<file path="config.mk">
export PLATFORM = sky130hd
export DESIGN_NAME = bcpe_point_store
export DESIGN_NICKNAME = d
export VERILOG_FILES = /design/src/hdl/bcpe_pkg.sv /design/src/hdl/bcpe_point_store.sv
export SDC_FILE = /design/constraint.sdc
export NUM_CORES = 2
export LEC_CHECK = 0
export BUFFER_PORTS_ARGS = -buffer_cell sky130_fd_sc_hd__buf_2
export CELL_PAD_IN_SITES_DETAIL_PLACEMENT = 1
export CELL_PAD_IN_SITES_GLOBAL_PLACEMENT = 1
export CORE_MARGIN = 8
export CORE_UTILIZATION = 50
export DETAILED_ROUTE_END_ITERATION = 8
export PLACE_DENSITY = 0.71
export SYNTH_ARGS = -nofsm -noshare
export SYNTH_HDL_FRONTEND = slang
export SYNTH_SLANG_ARGS = --single-unit
</file>
<file path="constraint.sdc">
create_clock -name clock -period 13.2 [get_ports clock]
set_input_delay 1.98 -clock clock [delete_from_list [all_inputs] [get_ports clock]]
set_output_delay 1.98 -clock clock [all_outputs]
set_load 0.005 [all_outputs]
</file>
<file path="src/hdl/bcpe_pkg.sv">
package bcpe_pkg;

   // fixed field widths
   localparam int unsigned IDX_W   = 6;
   localparam int unsigned COORD_W = 24;
   localparam int unsigned PARAM_W = 17;
   localparam int unsigned CSR_W   = 6;
   localparam int unsigned POW_W   = 33;   // Q0.32 with room for exactly 1.0
   localparam int unsigned COEF_W  = 34;   // capped weight, up to 2^33
   localparam int unsigned ACC_W   = 64;   // signed Q.48 sum

   localparam logic [PARAM_W-1:0] Q16_ONE  = 17'h1_0000;
   localparam logic [POW_W-1:0]   Q32_ONE  = 33'h1_0000_0000;
   localparam logic [COEF_W-1:0]  COEF_CAP = 34'h2_0000_0000;

   typedef enum logic {
      OP_LOAD = 1'b0,
      OP_EVAL = 1'b1
   } opcode_type;

   typedef enum logic {
      CSR_FIRST_POINT = 1'b0,
      CSR_LAST_POINT  = 1'b1
   } csr_index_type;

   // sequencer to term pipeline
   typedef struct packed {
      logic issue;   // a term read was launched this cycle
      logic clear;   // zero the accumulators
   } term_ctl_type;

endpackage

</file>
<file path="src/hdl/bcpe_point_store.sv">
module bcpe_point_store #(
   parameter int unsigned STORE_DEPTH = 64
) (
   input  logic                                 clock,
   input  logic                                 wr_en,
   input  logic [bcpe_pkg::IDX_W-1:0]           wr_idx,
   input  logic signed [bcpe_pkg::COORD_W-1:0] wr_x,
   input  logic signed [bcpe_pkg::COORD_W-1:0] wr_y,
   input  logic                                 rd_en,
   input  logic [bcpe_pkg::IDX_W-1:0]           rd_idx,
   output logic signed [bcpe_pkg::COORD_W-1:0] rd_x,
   output logic signed [bcpe_pkg::COORD_W-1:0] rd_y
);

   localparam int unsigned AW = (STORE_DEPTH > 1) ? $clog2(STORE_DEPTH) : 1;
   localparam int unsigned DW = 2 * bcpe_pkg::COORD_W;

   logic [DW-1:0] mem [STORE_DEPTH];
   logic [DW-1:0] rd_data_ff;
   logic          rd_inside_ff;
   logic          wr_inside;
   logic          rd_inside;

   assign wr_inside = 32'(wr_idx) < STORE_DEPTH;
   assign rd_inside = 32'(rd_idx) < STORE_DEPTH;

   always_ff @(posedge clock) begin
      if (wr_en && wr_inside) begin
         mem[AW'(wr_idx)] <= {wr_x, wr_y};
      end
      if (rd_en) begin
         rd_data_ff   <= rd_inside ? mem[AW'(rd_idx)] : '0;
         rd_inside_ff <= rd_inside;
      end
   end

   // slots past the store read as the origin
   assign rd_x = rd_inside_ff ? $signed(rd_data_ff[DW-1:bcpe_pkg::COORD_W]) : '0;
   assign rd_y = rd_inside_ff ? $signed(rd_data_ff[bcpe_pkg::COORD_W-1:0]) : '0;

endmodule

</file>
# ---- After elaboration in Yosys (flattened, before gate mapping)
# Memories as Yosys holds them, arrays and structs flattened. A register that Yosys moved wholly into a read port is not among the register bits.
# Index checks and enable logic that the tools add are counted.
dict set report word_totals {
  ram_bits 3072
  latchBits 0
  register_bits 0
  rom_bits 0
  out_inout_bits 48
  wordCells 3
  mem_count 1
}
# memory depth word_bits read_ports rd_ports_with_merged_regs write_ports line_no
set mem_list {}
lappend mem_list {mem 64 48 1 1 1 bcpe_point_store.sv:18} ;# logic [DW-1:0] mem [STORE_DEPTH];
dict set report op_classes {
  order_cmp 0
  n_shift 0
  div 0
  bitwise 0
  n_eq_ne 0
  add_sub_neg 0
  mux 2
  reduce_logical 0
  multipliers 0
}
# op n
set op_table {}
lappend op_table {{$mux W1} 2}

# ---- Depth between registers and ports, before layout
dict set report logic_depth {
  word_depth 2
  depth_mapped 9
}

# ---- Least setup slack after synthesis
# Ideal clock, no wire load.
dict set report synth_path {
  path_kind {input-to-reg}
  start {input port wr_idx[3] (netlist name)}
  end {memory mem[48][0] (netlist name), enable pin}
  path_slack_ns 6.935
  stages 4
  setup_time_ns 0.513
  arrival_time_ns 5.752
  cell_sequence {clkbuf_1 > nor2b_1 > nand4b_1 > nor3_1}
}
# element line_no
set synth_rtl {}
lappend synth_rtl {{start: declaration} bcpe_point_store.sv:6} ;# input logic [bcpe_pkg::IDX_W-1:0] wr_idx,
lappend synth_rtl {{end: declaration} bcpe_point_store.sv:18}
# No word-level cell before the write port.

==> flow_metrics.tcl <==
set metrics [dict create \
    clkLatencyLatePin_ps 950 \
    ctsHoldBuffers 0 \
    grt_pass1_wl_um 466000 \
    antenna_found_initial 41 \
    drtAntennaViolNets 0 \
    min_period_ps 5058 \
    synth_edf_count 3120 \
    globalplace.congestion 0.7922 \
    post_cts_buffers 0 \
    routed_wl_um 337200 \
    initial_utilization 0.5014 \
    cap_violations 0 \
    io_pins 111 \
    synth-adder-area-share 0 \
    synth.distinct_cells 35 \
    synth.avg_cell_area_um2 23.66 \
    viasPerCell 6.678 \
    coreArea_um2 234500 \
    cts.clk_slew.worst_paths_ps 60 \
    hp-class "flip-flop to flip-flop" \
    hpwl_um 183300 \
    nNetsFinal 5351 \
    cp_cell_sequence "buf_12 -> buf_4 -> buf_4 -> mux4_2 -> mux2i_1 -> a21oi_1 -> a21oi_1 -> a221oi_1" \
    finalHoldViolCount 0 \
    synthXorXnorAreaFrac 0 \
    finalClockSkew_ps 47.43 \
    power.total_mw 20.51 \
    crit_family "buffers and inverters" \
    switching_share 0.2090 \
    synth-simple-area-share 0.009533 \
    p_leak_nw 40.79 \
    synth_nets 5033 \
    die_width_um 501.0 \
    cts_made_buffers 321 \
    fmax_mhz 197.7 \
    rsz0062_at_grt "no" \
    yosysWarnings 0 \
    rows 178 \
    grt_max_degree 93 \
    worstSetupPathType "primary input to flip-flop" \
    synth_area_leaders "edfxtp_1, mux4_2, o22ai_1" \
    tns_ps 0 \
    ys_seq_area_frac 0.7967 \
    netlist_area_um2 117600 \
    p_clk_frac 0.416 \
    max_slew_margin 0.1054 \
    seq_power_share 0.538 \
    track_usage 0.2651 \
    drive_above_1_share 0.2787 \
    cellPowerDensity_nw_per_um2 155.1 \
    die_h_um 501.0 \
    path_max_fanout 92 \
    synth_compound_area_frac 0.03012 \
    critical_path_buf_inv_count 3 \
    whs_path_depth 4 \
    dp.cells 8115 \
    cp.required_ps 13820 \
    cts.path.max_buffers 4 \
    synthCells 4970 \
    synth_top_cell_by_area "edfxtp_1" \
    ys_top_cells_by_count "edfxtp_1, mux4_2, nor2_1" \
    cts_tree "built" \
    drtPass1Iterations 6 \
    p_comb_frac 0.046 \
    start_kind "primary input" \
    period_share 0.3832 \
    instances_no_fill 8684 \
    end_kind "flip-flop" \
    ctsResizeCount 0 \
    grt_pass1_vias 59609 \
    wire_per_inst_um 38.83 \
    r2r_slack_ps 11000 \
    grt-ovfl-total 0 \
    fin_area_um2 132200 \
    synth.most_common_cell "edfxtp_1" \
    worst-endpoint-arrival_ps 5670 \
    setup_violations 0 \
    clock-sinks 3120 \
    drv_slew 0 \
    dpl-instance-area_um2 122500 \
    rr_startpoint "mem[51][45]" \
    synth_top_family_by_area "multiplexers" \
    irDropWorstVdd_uv 130.2 \
    outcome "completed" \
    worst_pin_slew_ps 1337 \
    die_area_um2 251000 \
    internal_power_mw 16.22 \
    async_flop_share 0 \
    vias 57996 \
    reg2reg_to "rd_data_ff[45]" \
    drc_errors 0 \
    switchingPower_mw 4.286 \
    ys_ff_latch 3120 \
    min-delay-start "mem[58][20]" \
    worstHoldEndpoint "rd_data_ff[20]" \
    htree_levels 5 \
    first_iter_violations 8519 \
    cts-root-buf "clkbuf_16" \
    area_growth_pct 12.41 \
    critical-path-max-stage-delay_ps 740 \
    synth_top_cell_area_share 0.7967 \
    muxShareOfSynthArea 0.1509 \
    r2r_cells 5 \
    synth_ff_type "edfxtp_1" \
    utilization 0.5636 \
    worst_path_max_delay_cell "buf_4" \
    io_buffers 110 \
]
==> stage by stage <==
stage	hold slack [ps]	setup slack, ps
floorplan	787.4	6935
global placement	886.5	7124
detailed placement	922.0	7102
CTS	945.6	8094
global route	995.8	7829
finish	934.5	8142
==> layout make-up <==
cell class                      instances  area [um2]
Tap cell                             3150        3941
Fill cell                           19420      102300
Multi-Input combinational cell       1568       22940
Timing Repair Buffer                  277        1904
Sequential cell                      3120       93690
Antenna cell                           23       57.56
Clock inverter                        159        1244
Clock buffer                          387        8408
==> worst max path at each step <==
stage	end	depth (start not counted)	start
2_1_floorplan	mem[48][0]	4	wr_idx[3]
3_5_place_dp	rd_data_ff[38]	7	rd_idx[0]
3_3_place_gp	rd_data_ff[28]	8	rd_idx[0]
6_report	rd_data_ff[37]	8	rd_idx[0]
5_1_grt	rd_data_ff[3]	8	rd_idx[0]
4_1_cts	rd_data_ff[37]	8	rd_idx[0]
==> power by group through the flow <==
stage | clock (mW) | combinational, mW | sequential (mW)
6_report | 8.54 | 0.936 | 11.0
5_1_grt | 8.95 | 0.985 | 11.0
4_1_cts | 8.64 | 0.938 | 11.0
3_5_place_dp | 0 | 0.934 | 11.2
3_3_place_gp | 0 | 0.906 | 11.2
2_1_floorplan | 0 | 0.524 | 11.2
==> cells in the final DEF, fill, tap and decap left out, types with 32 or more instances in the layout <==
cell type	synthesis	routed
a211oi_1	32	32
a21oi_1	74	74
a221oi_1	83	83
a22o_1	57	57
a22oi_1	72	72
buf_2	98	106
buf_4	62	163
clkbuf_1	98	60
clkbuf_16	0	327
clkinv_1	0	80
clkinv_2	0	49
edfxtp_1	3120	3120
mux2i_1	63	63
mux4_2	754	754
nand2_1	55	54
nor2_1	132	68
nor2_4	0	64
o22ai_1	122	122
==> routing by layer <==
metal  routed length, um  vias to the layer above  GRT usage
met1              124700                    31625     0.3594
li1                    -                    22178          -
met3               34550                      675    0.05239
met5                  13                        -          0
met2              165000                     3516     0.4358
met4               12930                        2    0.09203
==> tightest hold or removal path: cells and delay by family (launching register included) <==
family	cells	cell delay, ps
AO/OA/AOI/OAI	2	350
multiplexers	1	60
flip-flops	1	330
AND/OR/NAND/NOR	1	60
==> flip-flops by register name, indices dropped and copies added (netlist names) <==
register / cells
rd_data_ff: 48
mem: 3072
==> kinds of logic (layout without fill, tap and decap cells) <==
logic type | Yosys count | count (layout)
buffers and inverters | 282 | 823
other | 0 | 23
AO/OA/AOI/OAI | 486 | 486
AND/OR/NAND/NOR | 253 | 253
flip-flops | 3120 | 3120
multiplexers | 829 | 829
(Power assumes the default switching activity.)
