**src/hdl/bcpe_pkg.sv**
```systemverilog
package bcpe_pkg;

   // fixed field widths
   localparam int unsigned IDX_W   = 6;
   localparam int unsigned COORD_W = 24;
   localparam int unsigned PARAM_W = 17;
   localparam int unsigned CSR_W   = 6;
   localparam int unsigned POW_W   = 33;   // Q0.32 with room for exactly 1.0
   localparam int unsigned COEF_W  = 34;   // capped weight, up to 2^33
   localparam int unsigned ACC_W   = 64;   // signed Q.48 sum

   localparam logic [PARAM_W-1:0] Q16_ONE  = 17'h1_0000;
   localparam logic [POW_W-1:0]   Q32_ONE  = 33'h1_0000_0000;
   localparam logic [COEF_W-1:0]  COEF_CAP = 34'h2_0000_0000;

   typedef enum logic {
      OP_LOAD = 1'b0,
      OP_EVAL = 1'b1
   } opcode_type;

   typedef enum logic {
      CSR_FIRST_POINT = 1'b0,
      CSR_LAST_POINT  = 1'b1
   } csr_index_type;

   // sequencer to term pipeline
   typedef struct packed {
      logic issue;   // a term read was launched this cycle
      logic clear;   // zero the accumulators
   } term_ctl_type;

endpackage

```
**src/hdl/bcpe_pow_ram.sv**
```systemverilog
module bcpe_pow_ram #(
   parameter int unsigned DEPTH = 16,
   parameter int unsigned AW    = 4
) (
   input  logic                          clock,
   input  logic                          wr_en,
   input  logic [AW-1:0]                 wr_addr,
   input  logic [bcpe_pkg::POW_W-1:0]    wr_data,
   input  logic [AW-1:0]                 rd_addr,
   output logic [bcpe_pkg::POW_W-1:0]    rd_data
);

   logic [bcpe_pkg::POW_W-1:0] mem [DEPTH];
   logic [bcpe_pkg::POW_W-1:0] rd_data_ff;

   always_ff @(posedge clock) begin
      if (wr_en) begin
         mem[wr_addr] <= wr_data;
      end
      rd_data_ff <= mem[rd_addr];
   end

   assign rd_data = rd_data_ff;

endmodule

```
**config.mk**
```make
export PLATFORM = sky130hd
export DESIGN_NAME = bcpe_pow_ram
export DESIGN_NICKNAME = d
export VERILOG_FILES = /design/src/hdl/bcpe_pkg.sv /design/src/hdl/bcpe_pow_ram.sv
export SDC_FILE = /design/constraint.sdc
export NUM_CORES = 1
export LEC_CHECK = 0
export BUFFER_PORTS_ARGS = -buffer_cell sky130_fd_sc_hd__buf_2
export CAP_MARGIN = 20
export CORE_UTILIZATION = 45
export DETAILED_ROUTE_END_ITERATION = 10
export HOLD_SLACK_MARGIN = 0.15
export PLACE_DENSITY = 0.72
export SKIP_CTS_REPAIR_TIMING = 1
export SLEW_MARGIN = 30
export SYNTH_ARGS = -nofsm -noshare
export SYNTH_HDL_FRONTEND = slang
export SYNTH_SLANG_ARGS = --single-unit
```
**constraint.sdc**
```tcl
create_clock -name clock -period 4.9 [get_ports clock]
set_input_delay 0.98 -clock clock [delete_from_list [all_inputs] [get_ports clock]]
set_output_delay 0.98 -clock clock [all_outputs]
set_load 0.01 [all_outputs]
```
Word-level counts from Yosys, hierarchy flattened
Memories as Yosys holds them, arrays and structs flattened. A register that Yosys moved wholly into a read port is not among the register bits. Index checks and enable logic that the tools add are counted.

Multiply operators: 0. Add/subtract/negate cells: 0. Eq/ne operators: 0. Mux-type cells: 2. Shift operators: 0. Reduce and logical (&&, ||, !) cells: 0. Bitwise logic cells: 0. Divide/modulo/power cells: 0. Order comparisons: 0.

Operator list (number): 1-bit 2-to-1 mux (2).

Output and inout port bits: 33. Memory bits (read-only): 0. Word-level logic and storage cells: 3. Flip-flop bits (word level): 0. Memories kept: 1. Memory bits (writable): 528. Latch bits: 0.

Memories: mem (depth 16, bits a word 33, read ports 1, clocked after memory_dff 1, wr ports 1, RTL line bcpe_pow_ram.sv:13) `logic [bcpe_pkg::POW_W-1:0] mem [DEPTH];`.

Depth between registers and ports, before layout
Gate-level depths: netlist of run 1.

Depth after elaboration: 2. Gate-level depth with buffers: 6. Mapped depth without buffers: 3.

Worst setup path after synthesis of run 1
Ideal clock, no wire load.

Path kind: in2reg. Start: in wr_addr[2]. End: mem mem[0][0] (netlist bit) (enable). Arrival: 3.765 ns. Slack: 0.670 ns. Library setup time: 0.465 ns. Stages on the path: 2. Path buffers: 0. Cell sequence: or3b_2 -> nor3_1.

RTL lines: start: declaration (RTL line bcpe_pow_ram.sv:7) `input logic [AW-1:0] wr_addr,`; end: declaration (RTL line bcpe_pow_ram.sv:13).

No word-level cell before the write port.

Final worst setup path of run 1
Start: in wr_addr[2]. End: mem mem[10][8] (netlist bit) (enable).

No word-level cell before the write port.

==> results of run 1 <==
## metal layers
layer  wire length [um]  global-route usage
met4                842              0.0531
met3               3080              0.0364
met2              20300               0.287
met1              17800               0.271
met5                  0                   0
## cell type report
type                    count  area, um^2
fillers                  3413       21400
multi-input cells         258        3930
clock inverters            20         196
well taps                 600         751
clock buffers              80        1560
repair buffers            113         972
flip-flops and latches    561       16500
diodes                      1        2.50
## worst register-to-register path, stage by stage (launching register included)
cell and delay (ns):
edfxtp_1 0.41, mux4_2 0.51, a22oi_1 0.22, nand2_1 0.13
## kinds of logic after synthesis
logic type / after synthesis
mux: 132
buf+inv: 45
compound gates: 66
simple gates: 60
flops: 561
## placed cells by master, fill, tap and decap left out, drive strengths merged
master,count
edfxtp,528
mux4,132
buf,112
clkbuf,81
a22oi,66
nand2,34
dfxtp,33
clkinv,15
nor2,13
nor3,4
bufinv,4
nor2b,2
nand3b,2
nand2b,2
diode,1
and2,1
nand3,1
or3b,1
inv,1
## stage by stage
step / std cells / hold WS, ns / worst slack, ns / utilization
3_5_place_dp: 1530 / 0.650 / 1.73 / 0.488
5_1_grt: 1632 / 0.682 / 2.25 / 0.528
6_report: 1633 / 0.656 / 2.36 / 0.528
4_1_cts: 1630 / 0.662 / 2.34 / 0.527
2_1_floorplan: 864 / 0.622 / 0.670 / -
3_3_place_gp: 1517 / 0.636 / 1.76 / 0.480
## synth_stat cells, types with 2 or more instances
master	n
buf_6	2
a22oi_1	66
clkbuf_1	20
nand2_1	34
nor2_1	13
dfxtp_1	33
edfxtp_1	528
nand3b_1	2
nand2b_1	2
mux4_2	113
buf_1	3
mux4_1	19
nor3_1	4
buf_2	12
buf_8	2
buf_12	6
nor2b_1	2
## power breakdown
group	switching (mW)	total, mW	internal (mW)
clock network	1.68	4.08	2.40
logic	0.280	0.483	0.203
registers	0.0379	5.40	5.36
total	1.99	9.96	7.97
## flip-flops by register name, summed over array words and instances (netlist names)
| signal | cells |
|---|---|
| rd_data | 33 |
| mem | 528 |
## worst max path at each step
stage	slack [ns]	cells after the start	end
finish	2.36	4	mem[10][8]
global route	2.25	5	rd_data[32]
CTS	2.34	4	mem[11][10]
detailed placement	1.73	4	mem[11][9]
global placement	1.76	3	mem[1][8]
floorplan	0.67	2	mem[0][0]
==> run_results.csv, run 1 <==
group,metric,value,unit
yosys,synth-seq-cells,561,
critical_path,worstSetupPathType,"input port to flop",
yosys,yosysTopAreaCellShare,0.769,
clock_tree,numCtsBuffers,53,
floorplan,start_util,0.456,
run_status,status,"complete, no violations",
place,portBuffers,75,
yosys,ys.flop_type,"edfxtp_1",
drt,ant_nets,0,
clock_tree,worst_skew_pair.late_latency,0.57,ns
floorplan,rows,78,
sta,finalCriticalPeriod,2.54,ns
sta,fmaxAchievable,393,MHz
finish,layout-drive-gt1-share,0.312,
sta,fin_skew,0.00856,ns
yosys,synth_fp_nets,907,
clock_tree,cts_buffer_depth,3,
grt,grt_overflow_total,0,
finish,area_growth,16.0,%
sta,slew_viol_final,0,
yosys,synth_top_cell_by_area,"edfxtp_1",
clock_tree,cts.clk_slew.worst_paths,0.06,ns
critical_path,crit_family,"simple AND/OR/NAND/NOR gates",
hold_path,min_path_type,"flop to flop",
drt,wirelength,42100,um
drt,wl_per_cell,25.8,um
critical_path,reg2reg_to,"rd_data[27]",
yosys,ys_types,20,
yosys,synth_xor_area_frac,0,
yosys,avgSynthCellArea,23.9,um^2
yosys,synth_area_leaders,"edfxtp_1, mux4_2, dfxtp_1, mux4_1, a22oi_1",
floorplan,die_x,216,um
drt,detailroute.via_count,9355,
pwr,vdd_drop_max,0.267,mV
drt,viasPerCell,5.73,
clock_tree,clock-sinks,561,
hold_path,min_from,"mem[15][19]",
critical_path,r2r_cells,3,
sta,tns,0,ns
yosys,synth-simple-area-share,0.0124,
sta,maxSlewHeadroom,0.363,
drt,route.detailed.drc,0,
critical_path,crit_buf_inv,2,
clock_tree,root_buffer,"clkbuf_16",
critical_path,r2r-start,"mem[11][27]",
floorplan,die_h,216,um
sta,tightestPinTransition,0.954,ns
floorplan,ios,76,
critical_path,ff2ff_setup_slack,3.50,ns
drt,first_pass_iters,5,
yosys,synth_top_family_by_area,"multiplexers",
critical_path,critPathMaxStageDelay,0.86,ns
sta,post-route-period-util,0.519,
yosys,muxShareOfSynthArea,0.148,
place,dp_hpwl,23700,um
floorplan,die_area,46700,um^2
yosys,synth_compound_area_frac,0.0240,
grt,antenna_found_initial,0,
critical_path,end_kind,"flop",
yosys,synthAdderAreaFrac,0,
sta,rsz0062_at_grt,"no",
yosys,async_flop_share,0,
yosys,synth_cells,864,
critical_path,worstPathRequired,5.15,ns
place,routabilityCongestion,0.696,
finish,nets,1030,
grt,grt_first_pass_wirelength,63500,um
yosys,ys_warn_count,0,
sta,setup_violations,0,
pwr,finalPower,9.96,mW
yosys,syn_area,20600,um^2
critical_path,start_kind,"input port",
critical_path,slowest_stage,"nor2_4",
pwr,power.leakage,7.75,nW
pwr,power_density,416,nW/um^2
place,placed_cell_area,22100,um^2
drt,drt_iter0_drc,1015,
run,cap_violations,0,
critical_path,worstPathArrival,2.79,ns
yosys,yosysSeqAreaShare,0.801,
yosys,synth-edff-count,528,
finish,design_area,23900,um^2
grt,grt_pass1_vias,9786,
hold_path,hold_path_depth,3,
critical_path,crit_start,"wr_addr[2]",
critical_path,cp_max_fo,22,
clock_tree,cts_tree,"built",
grt,grt_util_all_layers,0.186,
floorplan,core,45300,um^2
clock_tree,htree_levels,2,
grt,grt_max_degree,58,
sta,hold_viol_final,0,
critical_path,crit_chain,"buf_2 -> nand3b_1 -> nor2_4 -> buf_4",
hold_path,hold_end,"rd_data[19]",
Power figures use the tool's default switching activity.
==> run 2, diff against run 1 <==
Clock period 4.9 ns to 2.36 ns, I/O delays scaled along.
==> run 2 against run 1 <==
Via count grew 0.12%. Clock-buffer cell count down 12. Sequential share of layout area down 0.55 points. Non-clock buffer count increased by 16. Critical endpoint is now rd_data[24]. First-iteration DRC count fell by 11%. Sequential power grew 110%. Clock skew is 0.0028 ns higher. Hold slack worse by 0.40 ns. Core utilization rose by 0.43 points. Final cell count rose by 0.86%. Die area stayed put. Highest routed layer is now met5.
==> run_results.csv, run 2 (synthesis gave the netlist of run 1 again) <==
group,metric,value,unit
run_status,status,"complete, no violations",
finish,layout-drive-gt1-share,0.327,
floorplan,die_x,216,um
sta,holdWs,0.257,ns
floorplan,die_area,46700,um^2
sta,final.setup.worst_slack,0.708,ns
place,placed_cell_area,22400,um^2
run,cap_violations,0,
drt,ant_nets,0,
finish,mostFrequentLayoutCells,"edfxtp_1, mux4_2, buf_2, a22oi_1, clkbuf_16",
pwr,power.leakage,7.84,nW
drt,route.detailed.drc,0,
critical_path,crit_family,"flip-flops",
grt,antenna_found_initial,5,
sta,tightestPinTransition,0.598,ns
floorplan,core,45300,um^2
place,dp_hpwl,23400,um
finish,area_growth,16.9,%
sta,slew_viol_final,0,
place,portBuffers,75,
clock_tree,cts_tree,"built",
finish,num-fill-cells,3394,
grt,grt_util_all_layers,0.185,
clock_tree,cts_buffer_depth,3,
drt,drt_iter0_drc,905,
sta,post-route-period-util,0.700,
finish,final_common_cell,"edfxtp_1",
drt,wl_per_cell,25.8,um
critical_path,worstSetupPathType,"flop to output pin",
critical_path,worstPathRequired,1.89,ns
drt,detailroute.via_count,9366,
critical_path,critPathMaxStageDelay,0.42,ns
sta,setup_violations,0,
floorplan,start_util,0.456,
grt,grt_pass1_vias,9796,
grt,grt_max_degree,37,
finish,largest-register,"mem",
critical_path,crit_chain,"buf_2",
drt,first_pass_iters,5,
clock_tree,numCtsBuffers,53,
critical_path,cp_max_fo,1,
critical_path,slowest_stage,"dfxtp_1",
clock_tree,clock-sinks,561,
finish,diodes,0,
place,routabilityCongestion,0.726,
pwr,vdd_drop_max,0.572,mV
sta,fin_skew,0.0113,ns
critical_path,worstPathArrival,1.18,ns
sta,hold_viol_final,0,
sta,rsz0062_at_grt,"no",
clock_tree,cts.clk_slew.worst_paths,0.06,ns
floorplan,rows,78,
drt,viasPerCell,5.69,
sta,finalCriticalPeriod,1.65,ns
sta,maxSlewHeadroom,0.602,
grt,grt_overflow_total,0,
grt,grt_first_pass_wirelength,62800,um
critical_path,end_kind,"output pin",
sta,fmaxAchievable,605,MHz
clock_tree,worst_skew_pair.late_latency,0.59,ns
finish,largest_register_ffs,528,
floorplan,ios,76,
finish,nets,1046,
floorplan,die_h,216,um
clock_tree,htree_levels,2,
pwr,finalPower,20.6,mW
critical_path,crit_buf_inv,1,
drt,wirelength,42500,um
place,place_ws,0.304,ns
hold_path,min_path_type,"input port to flop",
pwr,power_density,855,nW/um^2
clock_tree,root_buffer,"clkbuf_16",
finish,design_area,24100,um^2
critical_path,start_kind,"flop",
-- run 2: cell types whose count changed in the layout (fill, tap and decap cells not counted), sizes merged --
cell / change
diode: -1
clkinv: +9
inv: +1
buf: +16
clkbuf: -12
clkinvlp: +1
-- run 2: final timing paths --
kind               start  slack, ns          end  cells past startpoint
max          rd_data[24]       0.71  rd_data[24]                      1
min          wr_data[17]       0.26  mem[10][17]                      1
max reg2reg  mem[10][32]       0.97  rd_data[32]                      3
min reg2reg   mem[15][7]       0.66   rd_data[7]                      3
-- run 2: layout make-up --
cell class | instances | area [um^2] | share of cell area
timing repair buffer | 129 | 1170 | 0.0484
multi-input combinational | 258 | 3960 | 0.164
sequential | 561 | 16500 | 0.685
clock buffer | 68 | 1470 | 0.0611
tap | 600 | 751 | 0.0311
clock inverter | 31 | 259 | 0.0107
-- run 2: worst reg2reg max path, delay by kind of cell (launching register included) --
family             cells  cell delay [ns]
DFF                    1             0.36
AOI/OAI and AO/OA      1             0.25
muxes                  1             0.46
and+or+nand+nor        1             0.16
-- run 2: layer usage --
metal / global-route usage / vias up / share of wire
met1: 0.249 / 4967 / 0.41
met3: 0.0331 / 70 / 0.066
met4: 0.0535 / 10 / 0.020
met5: 0 / - / 0.0017
met2: 0.311 / 332 / 0.50
li1: - / 3987 / -
-- run 2: power by group --
part           total [mW]  internal (mW)  switching, mW  leakage, nW
combinational        1.04          0.448          0.587         1.94
sequential           11.2           11.1         0.0718         5.05
clock                8.38           4.84           3.54        0.852
-- run 2: stage by stage --
stage | instances | setup TNS [ns] | util
after global placement | 1548 | 0 | 0.494
after floorplan | 864 | -58.84 | -
after detailed placement | 1548 | 0 | 0.494
after global routing | 1647 | 0 | 0.533
after CTS | 1647 | 0 | 0.533
final | 1647 | 0 | 0.533
==> run 3, diff against run 2 <==
Settings changed: ABC_AREA set to 1.
Clock period 2.36 ns to 1.7 ns, I/O delays scaled along.
==> run 3 against run 2 <==
Non-clock buffer count increased by 55. Critical path type unchanged. Combinational power increased by 90%. First-iteration DRC count increased by 75%. Sequential cell count unchanged. Synthesized area increased by 13%.
==> run_results.csv, run 3 <==
group,metric,value,unit
run_status,status,"complete, no violations",
hold_path,min_path_type,"input port to flop",
sta,maxSlewHeadroom,0.725,
finish,largest_register_ffs,528,
sta,fmaxAchievable,646,MHz
place,placed_cells,2904,
yosys,synth_commonest_cells,"nand2_1, edfxtp_1, inv_1",
yosys,synth-seq-cells,561,
place,portBuffers,75,
yosys,ys_types,12,
grt,grt_pass1_vias,15100,
yosys,synth_fp_nets,2228,
floorplan,core,50600,um^2
pwr,power.leakage,11.6,nW
critical_path,crit_family,"flip-flops",
grt,met1_usage,0.275,
drt,viasPerCell,5.06,
floorplan,die_h,229,um
clock_tree,worst_skew_pair.late_latency,0.61,ns
floorplan,rows,82,
finish,area_growth,17.5,%
grt,grt_first_pass_wirelength,83900,um
drt,ant_nets,0,
grt,antenna_found_initial,0,
critical_path,slowest_stage,"dfxtp_1",
floorplan,start_util,0.459,
drt,drt_iter0_drc,1588,
critical_path,critPathMaxStageDelay,0.44,ns
critical_path,r2r-start,"mem[13][9]",
finish,num-fill-cells,4132,
critical_path,crit_start,"rd_data[8]",
grt,grt_max_degree,64,
grt,grt_util_all_layers,0.207,
sta,fin_skew,0.0163,ns
sta,post-route-period-util,0.910,
clock_tree,cts_buffer_depth,3,
grt,grt_overflow_total,0,
sta,holdWs,0.143,ns
drt,detailroute.via_count,15400,
clock_tree,cts_tree,"built",
yosys,yosysMostFrequentCell,"nand2_1",
pwr,power_density,1080,nW/um^2
finish,mostFrequentLayoutCells,"nand2_1, edfxtp_1, inv_1, nand3_1, buf_2",
critical_path,worstPathRequired,1.36,ns
sta,finalCriticalPeriod,1.55,ns
finish,final_cells,3035,
finish,nets,2362,
hold_path,min_from,"wr_data[15]",
drt,first_pass_iters,5,
yosys,yosysSeqAreaShare,0.711,
clock_tree,numCtsBuffers,56,
yosys,ys.flop_type,"edfxtp_1",
sta,rsz0062_at_grt,"no",
yosys,synth_area_leaders,"edfxtp_1, nand2_1, nand3_1, inv_1, dfxtp_1",
sta,setup_violations,0,
drt,wirelength,53700,um
clock_tree,clock-sinks,561,
drt,route.detailed.drc,0,
yosys,synth-edff-count,528,
floorplan,die_area,52600,um^2
floorplan,die_x,229,um
pwr,finalPower,29.5,mW
critical_path,crit_buf_inv,1,
yosys,syn_area,23200,um^2
sta,hold_viol_final,0,
finish,post-route-util,0.540,
critical_path,end_kind,"output pin",
grt,grt.busiest_layer,"met2",
clock_tree,cts.clk_slew.worst_paths,0.06,ns
sta,slew_viol_final,0,
clock_tree,root_buffer,"clkbuf_16",
critical_path,start_kind,"flop",
yosys,synth_cells,2185,
floorplan,ios,76,
critical_path,worstSetupPathType,"flop to output pin",
pwr,vdd_drop_max,0.769,mV
critical_path,worstPathArrival,1.21,ns
yosys,async_flop_share,0,
yosys,avgSynthCellArea,10.6,um^2
place,routabilityCongestion,0.799,
grt,use_met2,0.345,
yosys,synth_top_cell_by_area,"edfxtp_1",
place,dp_hpwl,30500,um
finish,final_common_cell,"nand2_1",
yosys,yosysTopAreaCellShare,0.682,
finish,layout-drive-gt1-share,0.105,
finish,largest-register,"mem",
run,cap_violations,0,
grt,met3_usage,0.0362,
drt,wl_per_cell,17.7,um
critical_path,cp_max_fo,1,
sta,tightestPinTransition,0.412,ns
critical_path,crit_chain,"buf_2",
clock_tree,htree_levels,2,
yosys,ys_warn_count,0,
run 3: where the power goes:
group,leakage [nW],internal [mW],switching [mW]
logic,5.70,0.662,1.32
registers,5.05,15.5,0.0906
clock network,0.859,6.98,5.04
total,11.6,23.1,6.45
run 3: routing by layer:
metal	vias to the layer above	share of wire
met3	97	0.067
met4	0	0.026
met2	526	0.49
met1	7412	0.42
li1	7330	-
met5	-	0
run 3: worst paths after layout:
path                 endpoint  slack [ns]  cells after the start
hold / removal    mem[12][15]        0.14                      1
hold reg to reg   rd_data[20]        0.66                      6
setup reg to reg   rd_data[9]        0.62                      6
setup / recovery   rd_data[8]        0.15                      1
run 3: logic make-up (layout without fill, tap and decap cells):
| group | count (synthesis) | after routing | synth area share |
|---|---|---|---|
| flip-flops | 561 | 561 | 0.711 |
| AND/OR/NAND/NOR | 1114 | 1114 | 0.202 |
| buffers and inverters | 510 | 687 | 0.0878 |
| other | 0 | 1 | 0 |
run 3: cell type report:
| cell class | instances | area (um^2) | area share |
|---|---|---|---|
| diodes | 1 | 2.50 | 0.0000916 |
| repair buffers | 184 | 1850 | 0.0679 |
| well taps | 672 | 841 | 0.0308 |
| flip-flops and latches | 561 | 16500 | 0.605 |
| clock inverters | 26 | 258 | 0.00944 |
| clock buffers | 75 | 1520 | 0.0555 |
| multi-input cells | 1114 | 4810 | 0.176 |
| inverters | 402 | 1520 | 0.0555 |
run 3: per-stage QoR:
step                TNS, ns  area (um^2)  worst slack (ns)
finish                    0        27300             0.153
global route              0        27300            0.0949
CTS                       0        27000            0.0903
detailed placement        0        25200            0.0296
global placement          0        25200            0.0216
floorplan            -86.39        23300            -0.199
